File: src/hdl/tct_pkg.sv
// tct_pkg: shared types and constants of the touch coordinate transform
// register codes, rotation codes and the mode bundle; no dependencies
`default_nettype none

package tct_pkg;

	// apb port geometry
	localparam int unsigned APB_DATA_BITS = 32;
	localparam int unsigned APB_ADDR_BITS = 5;

	// register index, byte address is 4 * index
	typedef enum logic [2:0] {
		REG_NATIVE_WIDTH,
		REG_NATIVE_HEIGHT,
		REG_LOGICAL_WIDTH,
		REG_LOGICAL_HEIGHT,
		REG_MIRROR_H,
		REG_MIRROR_V,
		REG_SWAP_AXES,
		REG_ROTATION
	} tct_reg_t;

	// quadrant rotation codes
	typedef enum logic [1:0] {
		ROT_0,
		ROT_90,
		ROT_180,
		ROT_270
	} tct_rot_t;

	// orientation controls from the register file
	typedef struct packed {
		logic     mirror_h;
		logic     mirror_v;
		logic     swap;
		tct_rot_t rot;
	} tct_mode_t;

endpackage

`default_nettype wire

File: src/hdl/tct_in_if.sv
// tct_in_if: valid/ready channel carrying one raw touch point
// no dependencies
`default_nettype none

interface tct_in_if #(
	parameter int unsigned W = 16
);
	logic         valid;
	logic         ready;
	logic [W-1:0] raw_x;
	logic [W-1:0] raw_y;

	modport source (output valid, output raw_x, output raw_y, input ready);
	modport sink (input valid, input raw_x, input raw_y, output ready);
endinterface

`default_nettype wire

File: src/hdl/tct_out_if.sv
// tct_out_if: valid/ready channel carrying one logical screen point
// no dependencies
`default_nettype none

interface tct_out_if #(
	parameter int unsigned W = 16
);
	logic         valid;
	logic         ready;
	logic [W-1:0] screen_x;
	logic [W-1:0] screen_y;

	modport source (output valid, output screen_x, output screen_y, input ready);
	modport sink (input valid, input screen_x, input screen_y, output ready);
endinterface

`default_nettype wire

File: src/hdl/tct_regs.sv
// tct_regs: apb register file holding extents and orientation controls
// depends on tct_pkg
`default_nettype none

module tct_regs #(
	parameter int unsigned W = 16
) (
	input  wire logic                               clk,
	input  wire logic                               arst_n,
	input  wire logic                               psel,
	input  wire logic                               penable,
	input  wire logic                               pwrite,
	input  wire logic [tct_pkg::APB_ADDR_BITS-1:0]  paddr,
	input  wire logic [tct_pkg::APB_DATA_BITS-1:0]  pwdata,
	output logic      [tct_pkg::APB_DATA_BITS-1:0]  prdata,
	output logic                                    pready,
	output logic      [W-1:0]                       native_w,
	output logic      [W-1:0]                       native_h,
	output logic      [W-1:0]                       logical_w,
	output logic      [W-1:0]                       logical_h,
	output tct_pkg::tct_mode_t                      mode
);
	import tct_pkg::*;

	logic [W-1:0] native_w_q;
	logic [W-1:0] native_h_q;
	logic [W-1:0] logical_w_q;
	logic [W-1:0] logical_h_q;
	tct_mode_t    mode_q;
	tct_reg_t     index;
	logic         wr;

	// decode, low address bits ignored
	assign index  = tct_reg_t'(paddr[APB_ADDR_BITS-1:2]);
	assign wr     = psel && penable && pwrite;
	assign pready = 1'b1;

	// register writes
	always_ff @(posedge clk or negedge arst_n) begin
		if (!arst_n) begin
			native_w_q  <= '0;
			native_h_q  <= '0;
			logical_w_q <= W'(1);
			logical_h_q <= W'(1);
			mode_q      <= '0;
		end else if (wr) begin
			unique case (index)
				REG_NATIVE_WIDTH:   native_w_q      <= pwdata[W-1:0];
				REG_NATIVE_HEIGHT:  native_h_q      <= pwdata[W-1:0];
				REG_LOGICAL_WIDTH:  logical_w_q     <= pwdata[W-1:0];
				REG_LOGICAL_HEIGHT: logical_h_q     <= pwdata[W-1:0];
				REG_MIRROR_H:       mode_q.mirror_h <= pwdata[0];
				REG_MIRROR_V:       mode_q.mirror_v <= pwdata[0];
				REG_SWAP_AXES:      mode_q.swap     <= pwdata[0];
				REG_ROTATION:       mode_q.rot      <= tct_rot_t'(pwdata[1:0]);
			endcase
		end
	end

	// read back
	always_comb begin
		unique case (index)
			REG_NATIVE_WIDTH:   prdata = APB_DATA_BITS'(native_w_q);
			REG_NATIVE_HEIGHT:  prdata = APB_DATA_BITS'(native_h_q);
			REG_LOGICAL_WIDTH:  prdata = APB_DATA_BITS'(logical_w_q);
			REG_LOGICAL_HEIGHT: prdata = APB_DATA_BITS'(logical_h_q);
			REG_MIRROR_H:       prdata = APB_DATA_BITS'(mode_q.mirror_h);
			REG_MIRROR_V:       prdata = APB_DATA_BITS'(mode_q.mirror_v);
			REG_SWAP_AXES:      prdata = APB_DATA_BITS'(mode_q.swap);
			REG_ROTATION:       prdata = APB_DATA_BITS'(mode_q.rot);
		endcase
	end

	assign native_w  = native_w_q;
	assign native_h  = native_h_q;
	assign logical_w = logical_w_q;
	assign logical_h = logical_h_q;
	assign mode      = mode_q;

endmodule

`default_nettype wire

File: src/hdl/tct_prep.sv
// tct_prep: first stage, mirror and swap, classify each axis against its divisor
// depends on tct_pkg
`default_nettype none

module tct_prep #(
	parameter int unsigned W = 16
) (
	input  wire logic          clk,
	input  wire logic          en,
	input  wire logic [W-1:0]  raw_x,
	input  wire logic [W-1:0]  raw_y,
	input  wire logic [W-1:0]  native_w,
	input  wire logic [W-1:0]  native_h,
	input  wire logic [W-1:0]  div_x,
	input  wire logic [W-1:0]  div_y,
	input  tct_pkg::tct_mode_t mode,
	output logic      [W-1:0]  pos_x_s1,
	output logic      [W-1:0]  pos_y_s1,
	output logic               zero_x_s1,
	output logic               zero_y_s1,
	output logic               over_x_s1,
	output logic               over_y_s1
);
	import tct_pkg::*;

	logic [W:0] mx;
	logic [W:0] my;
	logic [W:0] px;
	logic [W:0] py;
	logic       zero_x;
	logic       zero_y;
	logic       over_x;
	logic       over_y;

	// mirror in two's complement, one sign bit over the coordinate width
	always_comb begin
		mx = mode.mirror_h ? ({1'b0, native_w} - {1'b0, raw_x} - (W+1)'(1)) : {1'b0, raw_x};
		my = mode.mirror_v ? ({1'b0, native_h} - {1'b0, raw_y} - (W+1)'(1)) : {1'b0, raw_y};
		px = mode.swap ? my : mx;
		py = mode.swap ? mx : my;
	end

	// non-positive scales to zero, at or past the extent clamps to the top
	always_comb begin
		zero_x = px[W] || (px == '0);
		zero_y = py[W] || (py == '0);
		over_x = !px[W] && (px >= {1'b0, div_x});
		over_y = !py[W] && (py >= {1'b0, div_y});
	end

	always_ff @(posedge clk) begin
		if (en) begin
			pos_x_s1  <= px[W-1:0];
			pos_y_s1  <= py[W-1:0];
			zero_x_s1 <= zero_x;
			zero_y_s1 <= zero_y;
			over_x_s1 <= over_x;
			over_y_s1 <= over_y;
		end
	end

endmodule

`default_nettype wire

File: src/hdl/tct_axis.sv
// tct_axis: one axis, multiply by logical size then pipelined restoring divide
// one quotient bit per stage; depends on nothing outside this file
`default_nettype none

module tct_axis #(
	parameter int unsigned W = 16
) (
	input  wire logic         clk,
	input  wire logic         en,
	input  wire logic [W-1:0] pos_s1,
	input  wire logic         zero_s1,
	input  wire logic         over_s1,
	input  wire logic [W-1:0] lsize,
	input  wire logic [W-1:0] div,
	output logic      [W-1:0] quo,
	output logic              zero,
	output logic              over
);
	logic [2*W-1:0] prod;
	logic [W-1:0]   rem_s  [W+1];
	logic [W-1:0]   low_s  [W+1];
	logic [W-1:0]   quo_s  [W+1];
	logic           zero_s [W+1];
	logic           over_s [W+1];

	// product stage; high half is below the divisor whenever the result is used
	assign prod = {{W{1'b0}}, pos_s1} * {{W{1'b0}}, lsize};

	always_ff @(posedge clk) begin
		if (en) begin
			rem_s[0]  <= prod[2*W-1:W];
			low_s[0]  <= prod[W-1:0];
			quo_s[0]  <= '0;
			zero_s[0] <= zero_s1;
			over_s[0] <= over_s1;
		end
	end

	// divider stages, one compare and subtract each
	for (genvar k = 1; k <= W; k++) begin : g_stage
		logic [W:0] trial;
		logic       ge;

		always_comb begin
			trial = {rem_s[k-1], low_s[k-1][W-1]};
			ge    = trial >= {1'b0, div};
		end

		always_ff @(posedge clk) begin
			if (en) begin
				rem_s[k]  <= ge ? W'(trial - {1'b0, div}) : trial[W-1:0];
				low_s[k]  <= {low_s[k-1][W-2:0], 1'b0};
				quo_s[k]  <= {quo_s[k-1][W-2:0], ge};
				zero_s[k] <= zero_s[k-1];
				over_s[k] <= over_s[k-1];
			end
		end
	end

	assign quo  = quo_s[W];
	assign zero = zero_s[W];
	assign over = over_s[W];

endmodule

`default_nettype wire

File: src/hdl/tct_post.sv
// tct_post: clamp both axes and rotate by quadrant into the output register
// depends on tct_pkg
`default_nettype none

module tct_post #(
	parameter int unsigned W = 16
) (
	input  wire logic         clk,
	input  wire logic         en,
	input  wire logic [W-1:0] quo_x,
	input  wire logic         zero_x,
	input  wire logic         over_x,
	input  wire logic [W-1:0] quo_y,
	input  wire logic         zero_y,
	input  wire logic         over_y,
	input  wire logic [W-1:0] lw,
	input  wire logic [W-1:0] lh,
	input  tct_pkg::tct_rot_t rot,
	output logic      [W-1:0] screen_x,
	output logic      [W-1:0] screen_y
);
	import tct_pkg::*;

	logic [W-1:0] lw_m1;
	logic [W-1:0] lh_m1;
	logic [W-1:0] lx;
	logic [W-1:0] ly;
	logic [W-1:0] rx;
	logic [W-1:0] ry;
	logic [W-1:0] x_s_out;
	logic [W-1:0] y_s_out;

	// clamp to the logical range
	always_comb begin
		lw_m1 = lw - W'(1);
		lh_m1 = lh - W'(1);
		lx    = zero_x ? '0 : (over_x ? lw_m1 : quo_x);
		ly    = zero_y ? '0 : (over_y ? lh_m1 : quo_y);
	end

	// quadrant rotation
	always_comb begin
		unique case (rot)
			ROT_0: begin
				rx = lx;
				ry = ly;
			end
			ROT_90: begin
				rx = ly;
				ry = lw_m1 - lx;
			end
			ROT_180: begin
				rx = lw_m1 - lx;
				ry = lh_m1 - ly;
			end
			ROT_270: begin
				rx = lh_m1 - ly;
				ry = lx;
			end
		endcase
	end

	always_ff @(posedge clk) begin
		if (en) begin
			x_s_out <= rx;
			y_s_out <= ry;
		end
	end

	assign screen_x = x_s_out;
	assign screen_y = y_s_out;

endmodule

`default_nettype wire

File: src/hdl/touch_coordinate_transform.sv
// touch_coordinate_transform: raw touch point to logical screen point
// depends on tct_pkg, tct_in_if, tct_out_if, tct_regs, tct_prep, tct_axis, tct_post
//
//   channel   direction   transfer contents
//   touch     in          raw_x, raw_y (native counts)
//   screen    out         screen_x, screen_y (logical pixels)
//   apb       in/out      register writes and reads, a setup then an access phase, pready held high
//
// one point per cycle while the output is taken; the divider resolves one quotient bit
// per stage, after the prep and multiply stages and ahead of the output stage.
// reset clears the valid chain and resets the register file, logical sizes to one; no clearing pass.
// a stall at the output freezes the whole pipeline; nothing is dropped or repeated.
`default_nettype none

module touch_coordinate_transform #(
	parameter int unsigned COORD_BITS = 16
) (
	input  wire logic                               clk,
	input  wire logic                               arst_n,
	input  wire logic                               psel,
	input  wire logic                               penable,
	input  wire logic                               pwrite,
	input  wire logic [tct_pkg::APB_ADDR_BITS-1:0]  paddr,
	input  wire logic [tct_pkg::APB_DATA_BITS-1:0]  pwdata,
	output logic      [tct_pkg::APB_DATA_BITS-1:0]  prdata,
	output logic                                    pready,
	tct_in_if.sink                                  touch,
	tct_out_if.source                               screen
);
	import tct_pkg::*;

	localparam int unsigned W     = COORD_BITS;
	localparam int unsigned DEPTH = W + 3;

	logic [W-1:0] native_w;
	logic [W-1:0] native_h;
	logic [W-1:0] logical_w;
	logic [W-1:0] logical_h;
	tct_mode_t    mode;
	logic [W-1:0] nat_x;
	logic [W-1:0] nat_y;
	logic [W-1:0] div_x;
	logic [W-1:0] div_y;
	logic [W-1:0] lw;
	logic [W-1:0] lh;
	logic         en;
	logic [DEPTH-1:0] valid_s;

	logic [W-1:0] pos_x_s1;
	logic [W-1:0] pos_y_s1;
	logic         zero_x_s1;
	logic         zero_y_s1;
	logic         over_x_s1;
	logic         over_y_s1;
	logic [W-1:0] quo_x;
	logic [W-1:0] quo_y;
	logic         zero_x;
	logic         zero_y;
	logic         over_x;
	logic         over_y;

	tct_regs #(.W(W)) u_regs (
		.clk       (clk),
		.arst_n    (arst_n),
		.psel      (psel),
		.penable   (penable),
		.pwrite    (pwrite),
		.paddr     (paddr),
		.pwdata    (pwdata),
		.prdata    (prdata),
		.pready    (pready),
		.native_w  (native_w),
		.native_h  (native_h),
		.logical_w (logical_w),
		.logical_h (logical_h),
		.mode      (mode)
	);

	// divisors after the swap, zero extent taken as one; same for logical sizes
	always_comb begin
		nat_x = mode.swap ? native_h : native_w;
		nat_y = mode.swap ? native_w : native_h;
		div_x = (nat_x == '0) ? W'(1) : nat_x;
		div_y = (nat_y == '0) ? W'(1) : nat_y;
		lw    = (logical_w == '0) ? W'(1) : logical_w;
		lh    = (logical_h == '0) ? W'(1) : logical_h;
	end

	// whole pipeline advances unless a finished point waits at the output
	assign en          = !valid_s[DEPTH-1] || screen.ready;
	assign touch.ready = en;
	assign screen.valid = valid_s[DEPTH-1];

	// valid chain, one bit per stage
	always_ff @(posedge clk or negedge arst_n) begin
		if (!arst_n) begin
			valid_s <= '0;
		end else if (en) begin
			valid_s <= {valid_s[DEPTH-2:0], touch.valid};
		end
	end

	tct_prep #(.W(W)) u_prep (
		.clk       (clk),
		.en        (en),
		.raw_x     (touch.raw_x),
		.raw_y     (touch.raw_y),
		.native_w  (native_w),
		.native_h  (native_h),
		.div_x     (div_x),
		.div_y     (div_y),
		.mode      (mode),
		.pos_x_s1  (pos_x_s1),
		.pos_y_s1  (pos_y_s1),
		.zero_x_s1 (zero_x_s1),
		.zero_y_s1 (zero_y_s1),
		.over_x_s1 (over_x_s1),
		.over_y_s1 (over_y_s1)
	);

	// x scales by logical width, y by logical height
	tct_axis #(.W(W)) u_axis_x (
		.clk     (clk),
		.en      (en),
		.pos_s1  (pos_x_s1),
		.zero_s1 (zero_x_s1),
		.over_s1 (over_x_s1),
		.lsize   (lw),
		.div     (div_x),
		.quo     (quo_x),
		.zero    (zero_x),
		.over    (over_x)
	);

	tct_axis #(.W(W)) u_axis_y (
		.clk     (clk),
		.en      (en),
		.pos_s1  (pos_y_s1),
		.zero_s1 (zero_y_s1),
		.over_s1 (over_y_s1),
		.lsize   (lh),
		.div     (div_y),
		.quo     (quo_y),
		.zero    (zero_y),
		.over    (over_y)
	);

	tct_post #(.W(W)) u_post (
		.clk      (clk),
		.en       (en),
		.quo_x    (quo_x),
		.zero_x   (zero_x),
		.over_x   (over_x),
		.quo_y    (quo_y),
		.zero_y   (zero_y),
		.over_y   (over_y),
		.lw       (lw),
		.lh       (lh),
		.rot      (mode.rot),
		.screen_x (screen.screen_x),
		.screen_y (screen.screen_y)
	);

endmodule

`default_nettype wire

File: src/flat_wrapper.sv
// flat-port wrapper written by rule: the top's interface ports become plain ports
module touch_coordinate_transform_flat import tct_pkg::*;
#(
	parameter int unsigned COORD_BITS = 16
)
  (clk, arst_n, psel, penable, pwrite, paddr, pwdata, prdata, pready, touch_valid, touch_raw_x, touch_raw_y, touch_ready, screen_valid, screen_screen_x, screen_screen_y, screen_ready);
  tct_in_if #(.W(COORD_BITS)) touch_i ();
  tct_out_if #(.W(COORD_BITS)) screen_i ();
  input  wire logic clk;
  input  wire logic arst_n;
  input  wire logic psel;
  input  wire logic penable;
  input  wire logic pwrite;
  input  wire logic [tct_pkg::APB_ADDR_BITS-1:0] paddr;
  input  wire logic [tct_pkg::APB_DATA_BITS-1:0] pwdata;
  output logic      [tct_pkg::APB_DATA_BITS-1:0] prdata;
  output logic pready;
  input wire logic [$bits(touch_i.valid)-1:0] touch_valid;
  input wire logic [$bits(touch_i.raw_x)-1:0] touch_raw_x;
  input wire logic [$bits(touch_i.raw_y)-1:0] touch_raw_y;
  output wire logic [$bits(touch_i.ready)-1:0] touch_ready;
  output wire logic [$bits(screen_i.valid)-1:0] screen_valid;
  output wire logic [$bits(screen_i.screen_x)-1:0] screen_screen_x;
  output wire logic [$bits(screen_i.screen_y)-1:0] screen_screen_y;
  input wire logic [$bits(screen_i.ready)-1:0] screen_ready;
  assign touch_i.valid = touch_valid;
  assign touch_i.raw_x = touch_raw_x;
  assign touch_i.raw_y = touch_raw_y;
  assign touch_ready = touch_i.ready;
  assign screen_valid = screen_i.valid;
  assign screen_screen_x = screen_i.screen_x;
  assign screen_screen_y = screen_i.screen_y;
  assign screen_i.ready = screen_ready;
  touch_coordinate_transform #(.COORD_BITS(COORD_BITS)) u_core (.clk(clk), .arst_n(arst_n), .psel(psel), .penable(penable), .pwrite(pwrite), .paddr(paddr), .pwdata(pwdata), .prdata(prdata), .pready(pready), .touch(touch_i), .screen(screen_i));
endmodule
File: config.mk
export PLATFORM = sky130hd
export DESIGN_NAME = touch_coordinate_transform_flat
export DESIGN_NICKNAME = d
export VERILOG_FILES = /design/src/hdl/tct_pkg.sv /design/src/hdl/tct_in_if.sv /design/src/hdl/tct_out_if.sv /design/src/hdl/tct_regs.sv /design/src/hdl/tct_prep.sv /design/src/hdl/tct_axis.sv /design/src/hdl/tct_post.sv /design/src/hdl/touch_coordinate_transform.sv /design/src/flat_wrapper.sv
export SDC_FILE = /design/constraint.sdc
export NUM_CORES = 2
export LEC_CHECK = 0
export BUFFER_PORTS_ARGS = -buffer_cell sky130_fd_sc_hd__buf_2
export CORE_UTILIZATION = 64
export CTS_CLUSTER_SIZE = 25
export DETAILED_ROUTE_END_ITERATION = 10
export PLACE_DENSITY = 0.85
export SYNTH_ARGS = -nofsm -noshare
export SYNTH_HDL_FRONTEND = slang
export SYNTH_SLANG_ARGS = --single-unit
File: constraint.sdc
create_clock -name clk -period 50.6 [get_ports clk]
set_input_delay 7.59 -clock clk [delete_from_list [all_inputs] [get_ports clk]]
set_output_delay 7.59 -clock clk [all_outputs]
set_load 0.1 [all_outputs]
Yosys cells after proc, flatten, opt, wreduce, memory -nomap -nowiden:

Memories as Yosys holds them, arrays and structs flattened.
Index checks and enable logic that the tools add are counted.

* flip-flop bits (word level): 156
* memory bits (writable): 1700
* bits of input ports: 76
* output and inout port bits: 67
* logic and storage cells: 190
* memories kept: 10

* add/subtract/negate cells: 40
* multiply operators: 2
* $lt $le $gt $ge: 34
* equality and inequality tests: 10
* muxes and demuxes: 51
* reductions and logical operators: 26

Memory list
* u_core.u_axis_x.low_s: depth 17, width 16, rd ports 16, clocked after Yosys merged registers in 0, write ports 17, line tct_axis.sv:21 `logic [W-1:0] low_s [W+1];`
* u_core.u_axis_x.quo_s: depth 17, width 16, rd ports 17, clocked after Yosys merged registers in 0, write ports 17, line tct_axis.sv:22 `logic [W-1:0] quo_s [W+1];`
* u_core.u_axis_x.rem_s: depth 17, width 16, rd ports 16, clocked after Yosys merged registers in 0, write ports 17, line tct_axis.sv:20 `logic [W-1:0] rem_s [W+1];`
* u_core.u_axis_y.low_s: depth 17, width 16, rd ports 16, clocked after Yosys merged registers in 0, write ports 17, line tct_axis.sv:21
* u_core.u_axis_y.quo_s: depth 17, width 16, rd ports 17, clocked after Yosys merged registers in 0, write ports 17, line tct_axis.sv:22
* u_core.u_axis_y.rem_s: depth 17, width 16, rd ports 16, clocked after Yosys merged registers in 0, write ports 17, line tct_axis.sv:20
* +4 memories

Operator list (count)
* $mux W16: 42
* $ge A17 B16 Y1: 34
* $sub A16 B16 Y16: 34
* $pmux W32 S8: 1
* $pmux W16 S4: 2
* $mux W17: 4
* $logic_not A16 Y1: 4
* $mul A16 B16 Y32: 2
* $logic_not A17 Y1: 2
* $sub A16 B16 Y17: 2
* $sub A17 B1 Y17 const B: 2
* $sub A16 B1 Y16 const B: 2
* $reduce_and A2 Y1: 8
* $eq A3 B3 Y1 const B: 4
* $eq A3 B2 Y1 const B: 2
* $eq A2 B2 Y1 const B: 2
* $logic_and A1 B1 Y1: 4
* $eq A3 B1 Y1 const B: 1
* $logic_not A1 Y1: 3
* $logic_not A3 Y1: 1
* $logic_or A1 B1 Y1: 3
* $eq A2 B1 Y1 const B: 1
* $logic_not A2 Y1: 1
* $mux W1: 2

Depth between registers and ports, before layout:

* word-level depth: 7
* gate-level depth with buffers: 24

Cells and area by module:

Synthesis repeated with hierarchy kept, for this count alone.

* cell total of the unflattened synthesis: 8347
* area, all modules: 92538.8 sq um

By module, submodules not included
* tct_axis (u_core.u_axis_y): instances 1, cells each 3447, area each 39541.7 sq um, sequential area each 16876.2 sq um
* tct_axis (u_core.u_axis_x): instances 1, cells each 3468, area each 39406.5 sq um, sequential area each 16876.2 sq um
* tct_post: instances 1, cells each 552, area each 4404.2 sq um, sequential area each 960.9 sq um
* tct_prep: instances 1, cells each 513, area each 4394.2 sq um, sequential area each 1081.0 sq um
* tct_regs: instances 1, cells each 231, area each 3369.5 sq um, sequential area each 1729.2 sq um
* touch_coordinate_transform: instances 1, cells each 136, area each 1422.6 sq um, sequential area each 475.5 sq um

Least setup slack after synthesis:

Ideal clock, no wire load.

* path kind: input to output
* start point: in screen_ready
* end point: out touch_ready
* arrival time: 40.734 ns
* required time: 43.010 ns
* setup slack: 2.276 ns
* cell stages on the path: 2
* path through: nand2b_1 -> clkbuf_1

* word-level cells in the longest chain between the ends: 1

RTL lines
* start: declaration: line flat_wrapper.sv:25 `input wire logic [$bits(screen_i.ready)-1:0] screen_ready;`
* $logic_or A1 B1 Y1: line touch_coordinate_transform.sv:90 `assign en = !valid_s[DEPTH-1] || screen.ready;`
* end: declaration: line flat_wrapper.sv:21 `output wire logic [$bits(touch_i.ready)-1:0] touch_ready;`

No other way between the ends.

Final worst setup path:

* start point: in paddr[2] (netlist name)
* end point: out prdata[5] (netlist name)

* word-level cells in the longest chain between the ends: 2
* elaborated cells on any way between the ends: 9
* classes of those cells: eq/ne (7); mux (1); reduce/logical (1)

RTL lines
* start: declaration: line flat_wrapper.sv:14 `input wire logic [tct_pkg::APB_ADDR_BITS-1:0] paddr;`
* $eq A3 B3 Y1, or another cell as far along: line tct_regs.sv:62 `unique case (index)`
* $pmux W32 S8 *: line tct_regs.sv:62
* end: declaration: line flat_wrapper.sv:16 `output logic [tct_pkg::APB_DATA_BITS-1:0] prdata;`

Mark *: on every way between the ends. The rest lies on a longest branch, timed or not. The select of a mux whose other input is x is not followed.

==> results.py <==
metrics = {
    "cts": {
        "cts_max_level": 4,
        "cts_root_buffer": "clkbuf_16",
        "cts_sinks": 1280,
        "ctsHoldBuffers": 0,
        "path_clk_slew_ns": 0.06,
        "clock_path_buffers": 3,
        "cts_resized": 0,
        "clock_latency_ns": 0.80,
        "post-cts-setup-buffers": 0,
        "numCtsBuffers": 142,
        "cts_tree": "yes",
    },
    "synth": {
        "syn_inst": 8193,
        "synth_edf_count": 1192,
        "synth.area.top_cells": "edfxtp_1, ha_1, fa_1, mux2_2, inv_1",
        "yosys_register_bits": 1280,
        "synth_compound_area_share_pct": 10.2,
        "syn_area_per_cell_um2": 11.1,
        "synth_top_family_by_area": "adder cells",
        "yosys.area_share.adder_pct": 20.5,
        "synth_area_um2": 91100,
        "async_flop_share_pct": 6.88,
        "yosys.area_share.simple_pct": 12.8,
        "ys_warn_count": 0,
        "synth_top_area_cell": "edfxtp_1",
        "muxShareOfSynthArea_pct": 7.09,
        "synthFlopType": "edfxtp_1",
        "synth.distinct_cells": 88,
        "synth_xor_area_share_pct": 3.49,
        "seq_area_frac_synth_pct": 41.7,
        "yosysTopAreaCellShare_pct": 39.3,
    },
    "critical_path": {
        "ff2ff_path_depth": 20,
        "crit_required_ns": 43.01,
        "rr_startpoint": "u_core.u_regs.logical_h[5]",
        "cp-end-kind": "primary output",
        "path_delay_family": "buffers and inverters",
        "cpMostUsedCell": "buf_2",
        "cp-start-kind": "input pin",
        "r2r_end": "u_core.u_axis_y.rem_s[0][14]",
        "crit_type": "input pin to primary output",
        "cp_cell_sequence": "buf_2 -> mux4_2 -> nor2b_1 -> buf_2",
        "slowest_delay_ns": 0.81,
        "crit_fanout": 23,
        "cp.arrival_ns": 9.93,
        "cp_num_buf_inv": 2,
        "slowest_stage": "nor2b_1",
        "r2r_setup_slack_ns": 42.88,
    },
    "sta": {
        "finalClockSkew_ns": 0.0424,
        "finalCritPeriodShare_pct": 34.6,
        "worst_pin_slew_ns": 1.20,
        "hold_viol_final": 0,
        "max_slew_margin_pct": 20.1,
        "period_needed_ns": 17.52,
        "rsz0062_at_grt": "no",
        "setup_ws_ns": 33.08,
        "setup_tns_ns": 0,
        "max_freq_mhz": 57.1,
        "finalSetupViolCount": 0,
        "slew_viol_final": 0,
    },
    "finish": {
        "fin_nets": 9635,
        "regArea_um2": 38000,
        "final_cells": 10300,
        "final_cell_mix": "edfxtp_1, ha_1, inv_1",
        "multi_input_area_um2": 49700,
        "drive_gt1_share_pct": 11.0,
        "area_delta_synth_final_pct": 8.80,
        "layout_commonest_cell": "edfxtp_1",
        "fillers": 9644,
    },
    "placement": {
        "port_buffers": 107,
        "post-place-ws_ns": 33.16,
        "dp_hpwl_um": 166000,
        "dpl.cell_count": 10100,
        "place_congestion": 0.964,
    },
    "floorplanning": {
        "io_pins": 143,
        "die_w_um": 379,
        "dieArea_um2": 144000,
        "start_util_pct": 64.4,
        "num_rows": 138,
        "coreArea_um2": 141000,
        "die_h_um": 379,
    },
    "routing": {
        "wl_per_cell_um": 22.6,
        "drt_pass1_iterations": 6,
        "drtIter0Drc": 7198,
        "viasPerCell": 6.41,
        "ant_nets": 0,
        "num_vias": 66200,
        "finalWirelength_um": 234000,
        "remaining_drc_errors": 0,
    },
    "global_route": {
        "antenna_found_initial": 25,
        "grt_overflow_total": 0,
        "grtUsageTotal_pct": 32.8,
        "grt_pass1_vias": 66100,
        "grt_pass1_wl_um": 363000,
        "grt_max_degree": 199,
    },
    "outcome": {
        "outcome": "finished, final reports clean",
    },
    "min_path": {
        "hold_path.class": "flop to flop",
        "min_to": "u_core.u_axis_y.low_s[0][108]",
        "min_from": "u_core.u_axis_y.low_s[0][91]",
        "hold_depth": 0,
    },
    "run": {
        "maxCapViolations": 0,
    },
}
[flip-flops by register name, indices dropped and copies added (netlist names), 16 cells and up]
register                 flops
u_core.u_axis_y.rem_s      256
u_core.u_regs.native_h      16
u_core.u_regs.logical_w     16
u_core.u_prep.pos_y_s1      16
u_core.u_prep.pos_x_s1      16
u_core.u_regs.native_w      16
u_core.u_axis_y.zero_s      17
u_core.u_axis_y.low_s      136
u_core.u_axis_x.zero_s      17
u_core.valid_s              19
u_core.u_axis_x.low_s      136
u_core.u_regs.logical_h     16
u_core.u_axis_x.quo_s      136
u_core.u_axis_y.quo_s      136
u_core.u_axis_x.over_s      17
u_core.u_post.screen_y      16
u_core.u_axis_y.over_s      17
u_core.u_post.screen_x      16
u_core.u_axis_x.rem_s      256
[through the flow]
| stage | area [um^2] | hold WS, ns | util, % |
|---|---|---|---|
| final | 99100 | 0.403 | 70.1 |
| after global routing | 99100 | 0.401 | 70.1 |
| after CTS | 99100 | 0.393 | 70.1 |
| after detailed placement | 94200 | 0.405 | 66.6 |
| after global placement | 94200 | 0.400 | 66.6 |
| after floorplan | 91200 | 0.400 | - |
[cells by family (layout without fill, tap and decap cells)]
logic type,after synthesis,count (layout)
compound gates,1422,1422
xor+xnor,363,363
fa+ha+maj,1238,1238
buf+inv,1015,1244
flops,1280,1280
mux,568,568
other cells,2,29
simple gates,2305,2305
[cell type report]
class,count,area share [%]
Sequential cell,1280,38.3
Antenna cell,12,0.0303
Clock buffer,169,3.78
Clock inverter,91,1.14
Tap cell,1890,2.39
Multi-Input combinational cell,5913,50.1
Inverter,786,2.98
Timing Repair Buffer,198,1.27
[cells in the mapped netlist, drive strengths merged, types with 194 or more instances]
| cell | number |
|---|---|
| nand2 | 562 |
| ha | 816 |
| o21ai | 283 |
| fa | 422 |
| nor2 | 413 |
| nand3 | 194 |
| nor3 | 230 |
| mux2 | 402 |
| a21oi | 397 |
| xnor2 | 233 |
| and2 | 259 |
| edfxtp | 1192 |
| inv | 785 |
[how the worst max path moves through the flow]
stage,start,endpoint,cells past startpoint
2_1_floorplan,screen_ready,touch_ready,2
3_3_place_gp,paddr[2],prdata[5],4
3_5_place_dp,paddr[2],prdata[5],4
4_1_cts,paddr[2],prdata[5],4
5_1_grt,paddr[2],prdata[5],4
6_report,paddr[2],prdata[5],4
[worst register-to-register path: stages (launching register included)]
cell and delay, ns:
dfrtp_1 0.75, or4_1 0.78, or3_1 0.39, nor2_1 0.12, a21o_1 0.72, and2_1 0.27, fa_1 0.43, fa_1 0.53
inv_1 0.07, fa_1 0.55, inv_1 0.05, ha_1 0.36, a211oi_1 0.32, nor2_1 0.19, a221oi_1 0.42, o221ai_1 0.32
a2111o_1 0.55, nand4_1 0.14, and4b_1 0.27, a2bb2oi_1 0.10, xor2_1 0.15
[per-layer routing]
layer	share of wire, %	GRT usage, %
met5	0.12	0
met4	4.4	14.0
met2	44	50.3
met1	40	45.0
met3	11	7.26
Power is left out: the tool's default activity adds up to more than one toggle a clock period on the data nets, which glitch-free logic cannot reach.
